===== src/sv/rss_pkg.sv =====
`timescale 1ns / 1ps
// Shared types and constants for the running sample statistics block.
// No dependencies; every other module of the block imports this package.
package rss_pkg;

	// Port payload widths
	localparam int SDATA_W = 24;
	localparam int DATA_W  = 152;
	localparam int MUSER_W = 2;

	// Result field widths and their places in the master-side tdata
	localparam int CNT_W   = 16;
	localparam int SUM_W   = 40;
	localparam int AVG_W   = 24;
	localparam int VAR_W   = 47;
	localparam int DEV_W   = 24;
	localparam int OFS_SUM = CNT_W;
	localparam int OFS_AVG = OFS_SUM + SUM_W;
	localparam int OFS_VAR = OFS_AVG + AVG_W;
	localparam int OFS_DEV = OFS_VAR + VAR_W;
	localparam int FIELDS_W = OFS_DEV + DEV_W;

	// Accumulator and back-end datapath widths
	localparam int SQS_W   = 63;
	localparam int NUM_W   = 79;
	localparam int PROD_W  = NUM_W + 1;
	localparam int MPLR_W  = SUM_W;
	localparam int DVS_W   = 2 * CNT_W;
	localparam int REM_W   = DVS_W + 1;
	localparam int RAD_W   = 2 * DEV_W;
	localparam int SREM_W  = DEV_W + 2;
	localparam int SQRT_ITERS = RAD_W / 2;
	localparam int ITER_W  = $clog2(NUM_W);

	// Group-end queue
	localparam int QDEPTH  = 2;
	localparam int PTR_W   = $clog2(QDEPTH);

	// Input item kinds carried on tuser
	localparam logic KIND_SAMPLE = 1'b0;
	localparam logic KIND_END    = 1'b1;

	// Totals of one finished group, handed from front to back
	typedef struct packed {
		logic [CNT_W-1:0]        cnt;
		logic signed [SUM_W-1:0] sum;
		logic [SQS_W-1:0]        sqs;
		logic                    sat;
	} snap_t;

	// Back-end sequencer states
	typedef enum logic [2:0] {
		BK_IDLE,
		BK_SETUP,
		BK_MEAN,
		BK_MULA,
		BK_MULB,
		BK_DIV,
		BK_SQRT,
		BK_DONE
	} back_state_t;

endpackage


===== src/sv/running_sample_statistics.sv =====
`timescale 1ns / 1ps
// Running sample statistics over groups of signed fixed-point samples.
//
// Input stream: tuser is the item kind (sample or group end), tdata the
// signed sample. Samples are taken one per cycle unless a group end waits
// on a full queue; each is squared in a registered stage and added into the
// sum, sum of squares and count. A group end moves the group totals into a
// two-entry queue and clears the accumulators, so the next group starts right away.
// The back end takes one group at a time from the queue and produces one
// result: count, total, mean, sample variance, deviation, flags.
// It runs the mean division, two shift-add multiplies, the variance division
// and the square root in turn, bit-serially; an empty group skips them all,
// one sample stops after the mean, and a negative numerator skips the last two.
// When the receiver stalls, the result holds in the output register; the
// front keeps taking samples and stops only at a group end with the queue full.
// Reset clears the accumulators, the queue and the back-end sequencer.
// Depends on rss_pkg, rss_front, rss_queue and rss_back.
module running_sample_statistics #(
	parameter int SAMPLE_BITS = 24,
	parameter int COUNT_BITS  = 16
) (
	input  logic                        clk,
	input  logic                        arst_n,
	input  logic                        s_axis_tvalid,
	output logic                        s_axis_tready,
	input  logic [rss_pkg::SDATA_W-1:0] s_axis_tdata,   // sample
	input  logic                        s_axis_tuser,   // kind
	output logic                        m_axis_tvalid,
	input  logic                        m_axis_tready,
	// count, total, average, spread_squared, deviation, zero fill
	output logic [rss_pkg::DATA_W-1:0]  m_axis_tdata,
	// spread_valid, overflowed
	output logic [rss_pkg::MUSER_W-1:0] m_axis_tuser
);
	import rss_pkg::*;

	logic  q_full;
	logic  q_push;
	snap_t q_snap;
	logic  q_valid;
	snap_t q_head;
	logic  q_pop;

	rss_front #(
		.SAMPLE_BITS(SAMPLE_BITS),
		.COUNT_BITS (COUNT_BITS)
	) u_front (
		.clk          (clk),
		.arst_n       (arst_n),
		.s_axis_tvalid(s_axis_tvalid),
		.s_axis_tready(s_axis_tready),
		.s_axis_tdata (s_axis_tdata),
		.s_axis_tuser (s_axis_tuser),
		.q_full       (q_full),
		.q_push       (q_push),
		.q_snap       (q_snap)
	);

	rss_queue u_queue (
		.clk      (clk),
		.arst_n   (arst_n),
		.push     (q_push),
		.push_snap(q_snap),
		.full     (q_full),
		.valid    (q_valid),
		.head     (q_head),
		.pop      (q_pop)
	);

	rss_back u_back (
		.clk          (clk),
		.arst_n       (arst_n),
		.q_valid      (q_valid),
		.q_head       (q_head),
		.q_pop        (q_pop),
		.m_axis_tvalid(m_axis_tvalid),
		.m_axis_tready(m_axis_tready),
		.m_axis_tdata (m_axis_tdata),
		.m_axis_tuser (m_axis_tuser)
	);

	// A valid variance needs at least two samples
	assert property (@(posedge clk) disable iff (!arst_n)
		m_axis_tvalid && m_axis_tuser[0] |-> m_axis_tdata[CNT_W-1:0] >= CNT_W'(2))
		else $error("spread_valid with fewer than two samples");

	// An empty group reports a zero total and mean
	assert property (@(posedge clk) disable iff (!arst_n)
		m_axis_tvalid && (m_axis_tdata[CNT_W-1:0] == '0) |->
		(m_axis_tdata[OFS_SUM +: SUM_W] == '0) && (m_axis_tdata[OFS_AVG +: AVG_W] == '0))
		else $error("empty group with nonzero total or mean");

	// Fewer than two samples leave variance and deviation at zero
	assert property (@(posedge clk) disable iff (!arst_n)
		m_axis_tvalid && (m_axis_tdata[CNT_W-1:0] < CNT_W'(2)) |->
		(m_axis_tdata[OFS_VAR +: VAR_W] == '0) && (m_axis_tdata[OFS_DEV +: DEV_W] == '0))
		else $error("variance reported for a group of fewer than two samples");

	// The front never pushes group totals into a full queue
	assert property (@(posedge clk) disable iff (!arst_n)
		q_push |-> !q_full)
		else $error("group totals pushed into a full queue");

endmodule


===== src/sv/rss_front.sv =====
`timescale 1ns / 1ps
// Input side: takes samples and group ends, squares each sample, keeps the
// running sum, sum of squares and count. Depends on rss_pkg.
module rss_front #(
	parameter int SAMPLE_BITS = 24,
	parameter int COUNT_BITS  = 16
) (
	input  logic                         clk,
	input  logic                         arst_n,
	input  logic                         s_axis_tvalid,
	output logic                         s_axis_tready,
	input  logic [rss_pkg::SDATA_W-1:0]  s_axis_tdata,   // sample
	input  logic                         s_axis_tuser,   // kind
	input  logic                         q_full,
	output logic                         q_push,
	output rss_pkg::snap_t               q_snap
);
	import rss_pkg::*;

	localparam int SQ_W = 2 * SAMPLE_BITS;

	logic signed [SAMPLE_BITS-1:0] smp_in;
	logic [SAMPLE_BITS-1:0]        mag_in;
	logic [SQ_W-1:0]               sq_in;
	logic                          accept;
	logic                          adv;

	logic                          vld_s1;
	logic                          kind_s1;
	logic signed [SAMPLE_BITS-1:0] smp_s1;
	logic [SQ_W-1:0]               sq_s1;

	logic signed [SUM_W-1:0]       sum_q;
	logic [SQS_W-1:0]              sqs_q;
	logic [COUNT_BITS-1:0]         cnt_q;
	logic                          sat_q;

	// Take the sample from the low bits and square its magnitude
	assign smp_in = s_axis_tdata[SAMPLE_BITS-1:0];
	assign mag_in = smp_in[SAMPLE_BITS-1] ? SAMPLE_BITS'(-smp_in) : SAMPLE_BITS'(smp_in);
	assign sq_in  = SQ_W'(mag_in) * SQ_W'(mag_in);

	// A group end waits in stage 1 while the queue is full
	assign adv           = vld_s1 && !(kind_s1 == KIND_END && q_full);
	assign s_axis_tready = !vld_s1 || adv;
	assign accept        = s_axis_tvalid && s_axis_tready;

	assign q_push = adv && (kind_s1 == KIND_END);
	assign q_snap = '{cnt: CNT_W'(cnt_q), sum: sum_q, sqs: sqs_q, sat: sat_q};

	// Stage 1 valid
	always_ff @(posedge clk or negedge arst_n) begin
		if (!arst_n) begin
			vld_s1 <= 1'b0;
		end else if (accept) begin
			vld_s1 <= 1'b1;
		end else if (adv) begin
			vld_s1 <= 1'b0;
		end
	end

	// Stage 1 payload
	always_ff @(posedge clk) begin
		if (accept) begin
			kind_s1 <= s_axis_tuser;
			smp_s1  <= smp_in;
			sq_s1   <= sq_in;
		end
	end

	// Accumulate samples, drop them once the count is full, clear on group end
	always_ff @(posedge clk or negedge arst_n) begin
		if (!arst_n) begin
			sum_q <= '0;
			sqs_q <= '0;
			cnt_q <= '0;
			sat_q <= 1'b0;
		end else if (adv) begin
			if (kind_s1 == KIND_END) begin
				sum_q <= '0;
				sqs_q <= '0;
				cnt_q <= '0;
				sat_q <= 1'b0;
			end else if (cnt_q == '1) begin
				sat_q <= 1'b1;
			end else begin
				sum_q <= sum_q + SUM_W'(smp_s1);
				sqs_q <= sqs_q + SQS_W'(sq_s1);
				cnt_q <= cnt_q + COUNT_BITS'(1);
			end
		end
	end

endmodule


===== src/sv/rss_queue.sv =====
`timescale 1ns / 1ps
// Short register queue of group totals between front and back.
// Depends on rss_pkg.
module rss_queue (
	input  logic           clk,
	input  logic           arst_n,
	input  logic           push,
	input  rss_pkg::snap_t push_snap,
	output logic           full,
	output logic           valid,
	output rss_pkg::snap_t head,
	input  logic           pop
);
	import rss_pkg::*;

	snap_t          ent_q [QDEPTH];
	logic [PTR_W-1:0] wr_q;
	logic [PTR_W-1:0] rd_q;
	logic [PTR_W:0]   fill_q;

	assign full  = (fill_q == (PTR_W+1)'(QDEPTH));
	assign valid = (fill_q != '0);
	assign head  = ent_q[rd_q];

	// Hold entries
	always_ff @(posedge clk) begin
		if (push) begin
			ent_q[wr_q] <= push_snap;
		end
	end

	// Advance pointers and fill level
	always_ff @(posedge clk or negedge arst_n) begin
		if (!arst_n) begin
			wr_q   <= '0;
			rd_q   <= '0;
			fill_q <= '0;
		end else begin
			if (push) begin
				wr_q <= wr_q + PTR_W'(1);
			end
			if (pop) begin
				rd_q <= rd_q + PTR_W'(1);
			end
			if (push && !pop) begin
				fill_q <= fill_q + (PTR_W+1)'(1);
			end else if (pop && !push) begin
				fill_q <= fill_q - (PTR_W+1)'(1);
			end
		end
	end

endmodule


===== src/sv/rss_back.sv =====
`timescale 1ns / 1ps
// Group-end arithmetic: mean, sample variance and square root worked out one
// bit or one digit per cycle, then held in the output register. Depends on rss_pkg.
module rss_back (
	input  logic                        clk,
	input  logic                        arst_n,
	input  logic                        q_valid,
	input  rss_pkg::snap_t              q_head,
	output logic                        q_pop,
	output logic                        m_axis_tvalid,
	input  logic                        m_axis_tready,
	// count, total, average, spread_squared, deviation, zero fill
	output logic [rss_pkg::DATA_W-1:0]  m_axis_tdata,
	// spread_valid, overflowed
	output logic [rss_pkg::MUSER_W-1:0] m_axis_tuser
);
	import rss_pkg::*;

	back_state_t state_q, state_d;
	logic [ITER_W-1:0] iter_q;
	logic              last_iter;

	logic [CNT_W-1:0]        n_q;
	logic signed [SUM_W-1:0] sum_q;
	logic [SQS_W-1:0]        sqs_q;
	logic                    sat_q;
	logic                    neg_q;
	logic [SUM_W-1:0]        mag_q;

	logic [DVS_W-1:0]        dvs_q;
	logic [NUM_W-1:0]        num_q;
	logic [REM_W-1:0]        rem_q;
	logic [VAR_W-1:0]        quo_q;
	logic                    qovf_q;

	logic signed [PROD_W-1:0] prod_q;
	logic [NUM_W-1:0]         mcand_q;
	logic [MPLR_W-1:0]        mplr_q;

	logic [RAD_W-1:0]  rad_q;
	logic [DEV_W-1:0]  root_q;
	logic [SREM_W-1:0] srem_q;

	logic [AVG_W-1:0] avg_q;
	logic [VAR_W-1:0] var_q;
	logic             valid_q;

	// Divider step
	logic [REM_W-1:0] rem_sh;
	logic [REM_W:0]   rem_diff;
	logic             take;
	logic [REM_W-1:0] rem_nx;
	logic [VAR_W-1:0] quo_nx;
	logic             qovf_nx;
	logic [VAR_W-1:0] var_nx;

	// Multiplier step
	logic                     sub;
	logic [PROD_W-1:0]        addend;
	logic signed [PROD_W-1:0] prod_sum;
	logic signed [PROD_W-1:0] prod_nx;

	// Square-root step
	logic [SREM_W-1:0] srem_sh;
	logic [SREM_W:0]   sq_diff;
	logic              sq_take;

	logic [SUM_W-1:0] sum_mag;
	logic [SUM_W-1:0] quo_mean;
	logic [SUM_W-1:0] avg_full;
	logic [CNT_W-1:0] nm1;
	logic [DVS_W-1:0] dvs_var;

	assign last_iter = (iter_q == '0);

	// Restoring division, one quotient bit per cycle
	assign rem_sh   = {rem_q[REM_W-2:0], num_q[NUM_W-1]};
	assign rem_diff = {1'b0, rem_sh} - {2'b00, dvs_q};
	assign take     = !rem_diff[REM_W];
	assign rem_nx   = take ? rem_diff[REM_W-1:0] : rem_sh;
	assign quo_nx   = {quo_q[VAR_W-2:0], take};
	assign qovf_nx  = qovf_q | (take && (iter_q >= ITER_W'(VAR_W)));
	assign var_nx   = qovf_nx ? '1 : quo_nx;

	// Shift-add multiply; the second product is subtracted
	assign sub      = (state_q == BK_MULB);
	assign addend   = sub ? ~{1'b0, mcand_q} : {1'b0, mcand_q};
	assign prod_sum = prod_q + $signed(addend) + $signed(PROD_W'(sub));
	assign prod_nx  = mplr_q[0] ? prod_sum : prod_q;

	// Square root, two radicand bits per cycle
	assign srem_sh = {srem_q[SREM_W-3:0], rad_q[RAD_W-1 -: 2]};
	assign sq_diff = {1'b0, srem_sh} - {1'b0, root_q, 2'b01};
	assign sq_take = !sq_diff[SREM_W];

	// Sign handling and divisor for the variance
	assign sum_mag  = sum_q[SUM_W-1] ? SUM_W'(-sum_q) : SUM_W'(sum_q);
	assign quo_mean = quo_nx[SUM_W-1:0];
	assign avg_full = neg_q ? (SUM_W'(0) - quo_mean) : quo_mean;
	assign nm1      = n_q - CNT_W'(1);
	assign dvs_var  = DVS_W'(n_q) * DVS_W'(nm1);

	// State register
	always_ff @(posedge clk or negedge arst_n) begin
		if (!arst_n) begin
			state_q <= BK_IDLE;
		end else begin
			state_q <= state_d;
		end
	end

	// Next state, queue pop and output valid
	always_comb begin
		state_d       = state_q;
		q_pop         = 1'b0;
		m_axis_tvalid = 1'b0;
		case (state_q)
			BK_IDLE: begin
				if (q_valid) begin
					q_pop   = 1'b1;
					state_d = BK_SETUP;
				end
			end
			BK_SETUP: begin
				state_d = (n_q == '0) ? BK_DONE : BK_MEAN;
			end
			BK_MEAN: begin
				if (last_iter) begin
					state_d = (n_q < CNT_W'(2)) ? BK_DONE : BK_MULA;
				end
			end
			BK_MULA: begin
				if (last_iter) begin
					state_d = BK_MULB;
				end
			end
			BK_MULB: begin
				if (last_iter) begin
					state_d = prod_nx[PROD_W-1] ? BK_DONE : BK_DIV;
				end
			end
			BK_DIV: begin
				if (last_iter) begin
					state_d = BK_SQRT;
				end
			end
			BK_SQRT: begin
				if (last_iter) begin
					state_d = BK_DONE;
				end
			end
			BK_DONE: begin
				m_axis_tvalid = 1'b1;
				if (m_axis_tready) begin
					state_d = BK_IDLE;
				end
			end
			default: begin
				state_d = BK_IDLE;
			end
		endcase
	end

	// Iteration counter: load at the start of each phase, count down
	always_ff @(posedge clk or negedge arst_n) begin
		if (!arst_n) begin
			iter_q <= '0;
		end else begin
			case (state_q)
				BK_SETUP: iter_q <= ITER_W'(SUM_W - 1);
				BK_MEAN:  iter_q <= last_iter ? ITER_W'(CNT_W - 1) : iter_q - ITER_W'(1);
				BK_MULA:  iter_q <= last_iter ? ITER_W'(SUM_W - 1) : iter_q - ITER_W'(1);
				BK_MULB:  iter_q <= last_iter ? ITER_W'(NUM_W - 1) : iter_q - ITER_W'(1);
				BK_DIV:   iter_q <= last_iter ? ITER_W'(SQRT_ITERS - 1) : iter_q - ITER_W'(1);
				BK_SQRT:  iter_q <= last_iter ? '0 : iter_q - ITER_W'(1);
				default:  iter_q <= '0;
			endcase
		end
	end

	// Datapath
	always_ff @(posedge clk) begin
		case (state_q)
			BK_IDLE: begin
				if (q_valid) begin
					n_q   <= q_head.cnt;
					sum_q <= q_head.sum;
					sqs_q <= q_head.sqs;
					sat_q <= q_head.sat;
				end
			end
			BK_SETUP: begin
				mag_q   <= sum_mag;
				neg_q   <= sum_q[SUM_W-1];
				num_q   <= {sum_mag, (NUM_W - SUM_W)'(0)};
				rem_q   <= '0;
				quo_q   <= '0;
				dvs_q   <= DVS_W'(n_q);
				avg_q   <= '0;
				var_q   <= '0;
				root_q  <= '0;
				valid_q <= 1'b0;
			end
			BK_MEAN: begin
				num_q <= num_q << 1;
				rem_q <= rem_nx;
				quo_q <= quo_nx;
				if (last_iter) begin
					avg_q   <= avg_full[AVG_W-1:0];
					dvs_q   <= dvs_var;
					prod_q  <= '0;
					mcand_q <= NUM_W'(sqs_q);
					mplr_q  <= MPLR_W'(n_q);
				end
			end
			BK_MULA: begin
				prod_q <= prod_nx;
				if (last_iter) begin
					mcand_q <= NUM_W'(mag_q);
					mplr_q  <= mag_q;
				end else begin
					mcand_q <= mcand_q << 1;
					mplr_q  <= mplr_q >> 1;
				end
			end
			BK_MULB: begin
				prod_q  <= prod_nx;
				mcand_q <= mcand_q << 1;
				mplr_q  <= mplr_q >> 1;
				if (last_iter) begin
					valid_q <= 1'b1;
					num_q   <= prod_nx[NUM_W-1:0];
					rem_q   <= '0;
					quo_q   <= '0;
					qovf_q  <= 1'b0;
				end
			end
			BK_DIV: begin
				num_q  <= num_q << 1;
				rem_q  <= rem_nx;
				quo_q  <= quo_nx;
				qovf_q <= qovf_nx;
				if (last_iter) begin
					var_q  <= var_nx;
					rad_q  <= {1'b0, var_nx};
					srem_q <= '0;
					root_q <= '0;
				end
			end
			BK_SQRT: begin
				rad_q  <= rad_q << 2;
				srem_q <= sq_take ? sq_diff[SREM_W-1:0] : srem_sh;
				root_q <= {root_q[DEV_W-2:0], sq_take};
			end
			default: begin
			end
		endcase
	end

	assign m_axis_tdata = {{(DATA_W - FIELDS_W){1'b0}}, root_q, var_q, avg_q, sum_q, n_q};
	assign m_axis_tuser = {sat_q, valid_q};

endmodule

===== config.mk =====
export PLATFORM = sky130hd
export DESIGN_NAME = running_sample_statistics
export DESIGN_NICKNAME = d
export VERILOG_FILES = /design/src/sv/rss_pkg.sv /design/src/sv/running_sample_statistics.sv /design/src/sv/rss_front.sv /design/src/sv/rss_queue.sv /design/src/sv/rss_back.sv
export SDC_FILE = /design/constraint.sdc
export NUM_CORES = 2
export LEC_CHECK = 0
export BUFFER_PORTS_ARGS = -buffer_cell sky130_fd_sc_hd__buf_2
export CAP_MARGIN = 20
export CORE_ASPECT_RATIO = 1.2
export CORE_MARGIN = 8
export CORE_UTILIZATION = 25
export CTS_CLUSTER_DIAMETER = 40
export DETAILED_ROUTE_END_ITERATION = 10
export PLACE_DENSITY = 0.46
export SLEW_MARGIN = 15
export SYNTH_ARGS = -nofsm -noshare
export SYNTH_HDL_FRONTEND = slang
export SYNTH_SLANG_ARGS = --single-unit

===== constraint.sdc =====
create_clock -name clk -period 17.4 [get_ports clk]
set_input_delay 0.87 -clock clk [delete_from_list [all_inputs] [get_ports clk]]
set_output_delay 0.87 -clock clk [all_outputs]
set_load 0.05 [all_outputs]

Word-level counts from Yosys, hierarchy flattened
Memories as Yosys holds them, arrays and structs flattened. A register that Yosys moved wholly into a read port is not among the register bits. Index checks and enable logic that the tools add are counted.

Register bits after elaboration: 806. RAM bits: 240. Input port bits: 29. Output and inout port bits: 156. Logic and storage cells: 186. Memories: 1.

$add $sub $neg: 16. $mul: 2. Magnitude comparators: 2. Eq/ne operators: 17. Muxes and demuxes: 72. Bitwise gates (word level): 2. Reduce and logical (&&, ||, !) cells: 45.

Memory list: u_queue.ent_q (words 2, width 120, read ports 1, clocked after Yosys merged registers in 1, write ports 1, RTL line rss_queue.sv:16) `snap_t ent_q [QDEPTH];`.

Operators by type and width (number): 79-bit one-hot mux with 3 select lines (2); 80-bit two-way mux (3); 79-bit two-way mux (3); 40-bit two-way mux (5); 80-bit one-hot mux with 2 select lines (1); 24-bit two-way mux (6); 46-bit one-hot mux with 3 select lines (1); 63-bit two-way mux (2); 40-bit one-hot mux with 3 select lines (1); 32-bit two-way mux (3); 24-bit one-hot mux with 2 select lines (2); 32-bit one-hot mux with 3 select lines (1); 48-bit one-hot mux with 2 select lines (1); 47-bit two-way mux (2); 47-bit one-hot mux with 2 select lines (1); 80-bit by 2-bit adder with 80-bit output (1); 80-bit adder (1); 79-bit NOT with 80-bit output (1); 24-bit one-hot mux with 3 select lines (1); 32-bit one-hot mux with 2 select lines (1); 63-bit by 48-bit adder with 63-bit output (1); 24-bit by 24-bit multiplier with 48-bit output (1); 48-bit two-way mux (1); 46-bit two-way mux (1); 42 further kinds (113).

Logic depth before layout (Yosys ltp)
Depth in word-level cells: 9. Gate-level depth with buffers: 38. Mapped depth without buffers: 34.

Hierarchy
Synthesis repeated with hierarchy kept, for this count alone.

Cell total of the unflattened synthesis: 8097. Area total of the unflattened synthesis: 85258.0 sq um.

Modules (own cells, without submodules): rss_back (times used 1, cells each 4679, area each 48630.4 sq um, seq. area each 21810.9 sq um); rss_front (times used 1, cells each 3029, area each 27756.6 sq um, seq. area each 5159.9 sq um); rss_queue (times used 1, cells each 389, area each 8871.0 sq um, seq. area each 7307.0 sq um).

Worst setup path after synthesis
Ideal clock, no wire load.

Path type: register -> register. Start point: reg u_back.state_q[1]. End point: reg u_queue.fill_q[1]. Library setup time: 0.079 ns. Data arrival time: 13.583 ns. Required time: 17.321 ns. Path slack: 3.738 ns. Stages on the path, launching flop included: 8. Path buffers: 2. Clock period less this slack: 13.662 ns. Cell sequence: dfrtp_1 -> clkbuf_1 -> clkbuf_1 -> nor4_1 -> inv_1 -> ha_1 -> nor2_1 -> xor2_1.

Longest elaborated chain between the ends: 5. Elaborated cells on any way between the ends: 7. Classes of those cells: mux (2); reduce/logical (5).

RTL lines: start: declaration (RTL line rss_back.sv:19) `back_state_t state_q, state_d;`; start signal: assignment (RTL line rss_back.sv:108) `state_q <= state_d;`; 3-bit zero test * (RTL line rss_back.sv:117) `case (state_q)`; 1-bit two-way mux * (RTL line rss_back.sv:117); net q_pop (RTL line running_sample_statistics.sv:42) `logic q_pop;`; 1-bit zero test (RTL line rss_queue.sv:45) `if (push && !pop) begin`; 1-bit logical AND (RTL line rss_queue.sv:45); 2-bit two-way mux / 2-bit nonzero test (equally long branches); end signal: assignment (RTL line rss_queue.sv:46) `fill_q <= fill_q + (PTR_W+1)'(1);`; end signal: assignment (RTL line rss_queue.sv:48) `fill_q <= fill_q - (PTR_W+1)'(1);`; end: declaration (RTL line rss_queue.sv:19) `logic [PTR_W:0] fill_q;`.

The timed path passes the listed nets; every way through them passes the cells marked *. A chain may end at the register's enable or synchronous reset.

Final worst setup path
Start point: in s_axis_tdata[0] (netlist name). End point: reg u_front.sq_s1[39] (data pin).

Longest elaborated chain between the ends: 3.

RTL lines: start: declaration (RTL line running_sample_statistics.sv:26) `input logic [rss_pkg::SDATA_W-1:0] s_axis_tdata,`; 24-bit negation (RTL line rss_front.sv:40) `assign mag_in = smp_in[SAMPLE_BITS-1] ? SAMPLE_BITS'(-smp_in) : SAMPLE_BITS'(smp_in);`; 24-bit two-way mux * (RTL line rss_front.sv:40); 24-bit by 24-bit multiplier with 48-bit output * (RTL line rss_front.sv:41) `assign sq_in = SQ_W'(mag_in) * SQ_W'(mag_in);`; net u_front.sq_in[39] (RTL line rss_front.sv:24) `logic [SQ_W-1:0] sq_in;`; end signal: assignment (RTL line rss_front.sv:67) `sq_s1 <= sq_in;`; end: declaration (RTL line rss_front.sv:31) `logic [SQ_W-1:0] sq_s1;`.

Marks and branches as above.

==> results.yml <==
outcome:
  status: "finished clean"
cts:
  cts.sinks: 1164
  cts_hold_buf: 0
  root_buffer: "clkbuf_16"
  clk_path_buf_depth: 4
  cts_buffers: 219
  cts_tree: "built"
  h-tree-depth: 4
  clk_latency_ps: 840
  clk_pin_slew_worst_paths_ps: 50
  cts_setup_buffers: 0
  cts_resized: 0
setup_path:
  required_ps: 17960
  cp_top_family: "adder cells"
  cp_slowest_cell: "xor2_1"
  cp.arrival_ps: 11760
  cp-start-kind: "primary input"
  r2r.worst_path.cells: 28
  rrSetupSlack_ps: 8080
  critPathCaptureType: "flop"
  path_class: "in2reg"
  r2r_end: "u_back.dvs_q[31]"
  worst-path-buf-inv: 7
  cp_common_cell: "fa_1"
  cpPeakStageDelay_ps: 820
  r2r_start: "u_back.n_q[7]"
  worstPathMaxFanout: 15
synth:
  ys_types: 87
  yosysSeqAreaShare: 0.407
  synth.most_common_cell: "edfxtp_1"
  synth.area.top_cells: "edfxtp_1, fa_1, ha_1, inv_1, dfrtp_1"
  synth-edff-count: 1029
  ys_warn_count: 0
  ys_seq_elements: 1164
  synthArstFlopShare: 0.116
  netlist_instances: 7978
  netlist_top_cells_count: "edfxtp_1, inv_1, nor2_1"
  syn_area_um2: 84200
  yosysTopAreaCell: "edfxtp_1"
  synth_top_area_frac: 0.367
  synth-main-ff-cell: "edfxtp_1"
  postSynthAreaPerCell_um2: 10.6
die:
  fp.coreArea_um2: 335000
  ios: 185
  row_count: 233
  fp.dieW_um: 546
  initial_core_util: 0.251
  die_y_um: 652
  die-area_um2: 356000
placement:
  dp_hpwl_um: 179000
  post_dp_cell_area_um2: 90400
  portBuffers: 183
  place_congestion: 0.865
  place_ws_ps: 5030
sta:
  finalSetupViolCount: 0
  max-slew-margin-rel: 0.291
  layout_min_cycle_time_ps: 11200
  finalCritPeriodShare: 0.644
  setup_tns_ps: 0
  drv_slew: 0
  skew_ps: 56.6
  rsz0062_at_grt: "no"
  fin_ws_ps: 6200
  max_freq_mhz: 89.3
  hold_viol: 0
  tightest_slew_ps: 1060
pwr:
  irDropWorstVdd_v: 0.000514
  p_leak_nw: 41.3
  power.density_nw_per_um2: 228
finish:
  fin_area_um2: 98200
  drive_gt1_frac: 0.103
  fin_util: 0.293
  nNetsFinal: 9424
  area_delta_synth_final_pct: 16.6
global_route:
  grt.total_usage: 0.130
  antenna_found_initial: 4
  grt_max_degree: 79
  grt_pass1_wl_um: 371000
  grt_overflow: 0
  grt_pass1_vias: 62300
min_path:
  min_path_type: "in2async"
drt:
  via_count: 58500
  drc: 0
  firstDrtPassIters: 6
  routedWlPerCell_um: 18.6
  viasPerCell: 4.57
  drtIter0Drc: 3683
  drtAntennaViolNets: 0
  drt-total-wl_um: 238000
run:
  cap_violations: 0
==> cell type report <==
cell class	instances	area (µm²)
Timing Repair Buffer	291	1780
Inverter	993	3730
Tap cell	4465	5590
Clock buffer	238	5620
Clock inverter	160	2010
Sequential cell	1164	34300
Antenna cell	3	7.51
Multi-Input combinational cell	5502	45100
Fill cell	34800	237000
==> per-layer routing <==
metal	track usage	wire [µm]	vias up
li1	-	-	27800
met1	0.165	106000	29100
met3	0.0168	8750	411
met5	0	37	-
met2	0.230	116000	1210
met4	0.0408	7510	6
==> worst reg2reg max path: cells and delay by family (launching register included) <==
family | cells | cell delay (ps)
AND/OR/NAND/NOR | 6 | 2050
XOR/XNOR | 1 | 160
flip-flops | 1 | 810
adder cells (fa/ha/maj) | 8 | 3840
buffers and inverters | 4 | 200
AO/OA/AOI/OAI | 9 | 2010
==> worst max path at each step <==
| stage | to | startpoint | cells after the start |
|---|---|---|---|
| after detailed placement | u_front.sq_s1[46] | s_axis_tdata[0] | 30 |
| after global placement | u_front.sq_s1[46] | s_axis_tdata[0] | 30 |
| after floorplan | u_queue.fill_q[1] | u_back.state_q[1] | 7 |
| final | u_front.sq_s1[39] | s_axis_tdata[0] | 33 |
| after global routing | u_front.sq_s1[39] | s_axis_tdata[0] | 33 |
| after CTS | u_front.sq_s1[46] | s_axis_tdata[0] | 30 |
==> power by group <==
group | switching, mW | internal [mW] | total, mW
Combinational | 7.94 | 5.84 | 13.8
Clock | 1.55 | 2.83 | 4.38
Sequential | 0.178 | 4.05 | 4.23
==> cells in the final DEF, fill, tap and decap left out, drive strengths merged, types with 238 or more instances in the layout <==
cell type and count:
o21ai 389, fa 627, edfxtp 1029, nor2 750, a21oi 519, nand2 676, buf 291, clkbuf 238
ha 597, inv 1032
==> metrics by stage <==
stage                     hold WS, ps  total power, mW  instances
after floorplan                   451             14.9       7996
after global placement            484             18.1      12400
after detailed placement          494             18.2      12400
after CTS                        44.6             22.8      12800
after global routing              107             24.7      12800
final                            76.6             22.4      12800
==> cell families (layout without fill, tap and decap cells) <==
group | count (synthesis) | count (layout) | synth area share
fa+ha+maj | 1224 | 1224 | 0.238
flops | 1164 | 1164 | 0.407
buf+inv | 1330 | 1682 | 0.0596
other cells | 2 | 23 | 0.0000892
simple gates | 2140 | 2140 | 0.116
mux | 178 | 178 | 0.0230
compound gates | 1547 | 1547 | 0.115
xor+xnor | 393 | 393 | 0.0409
==> registers in the layout (all words and copies together) (netlist names), 32 cells and up <==
name and cells:
u_back.rem_q 32, u_back.rad_q 48, u_back.var_q 47, u_back.num_q 79
u_queue.ent_q 240, u_back.dvs_q 32, u_back.mplr_q 40, u_back.mcand_q 79
u_back.sqs_q 63, u_front.sum_q 40, u_back.quo_q 46, u_back.prod_q 80
u_front.sq_s1 47, u_back.sum_q 40, u_front.sqs_q 63, u_back.mag_q 40
Power figures use the tool's default switching activity.
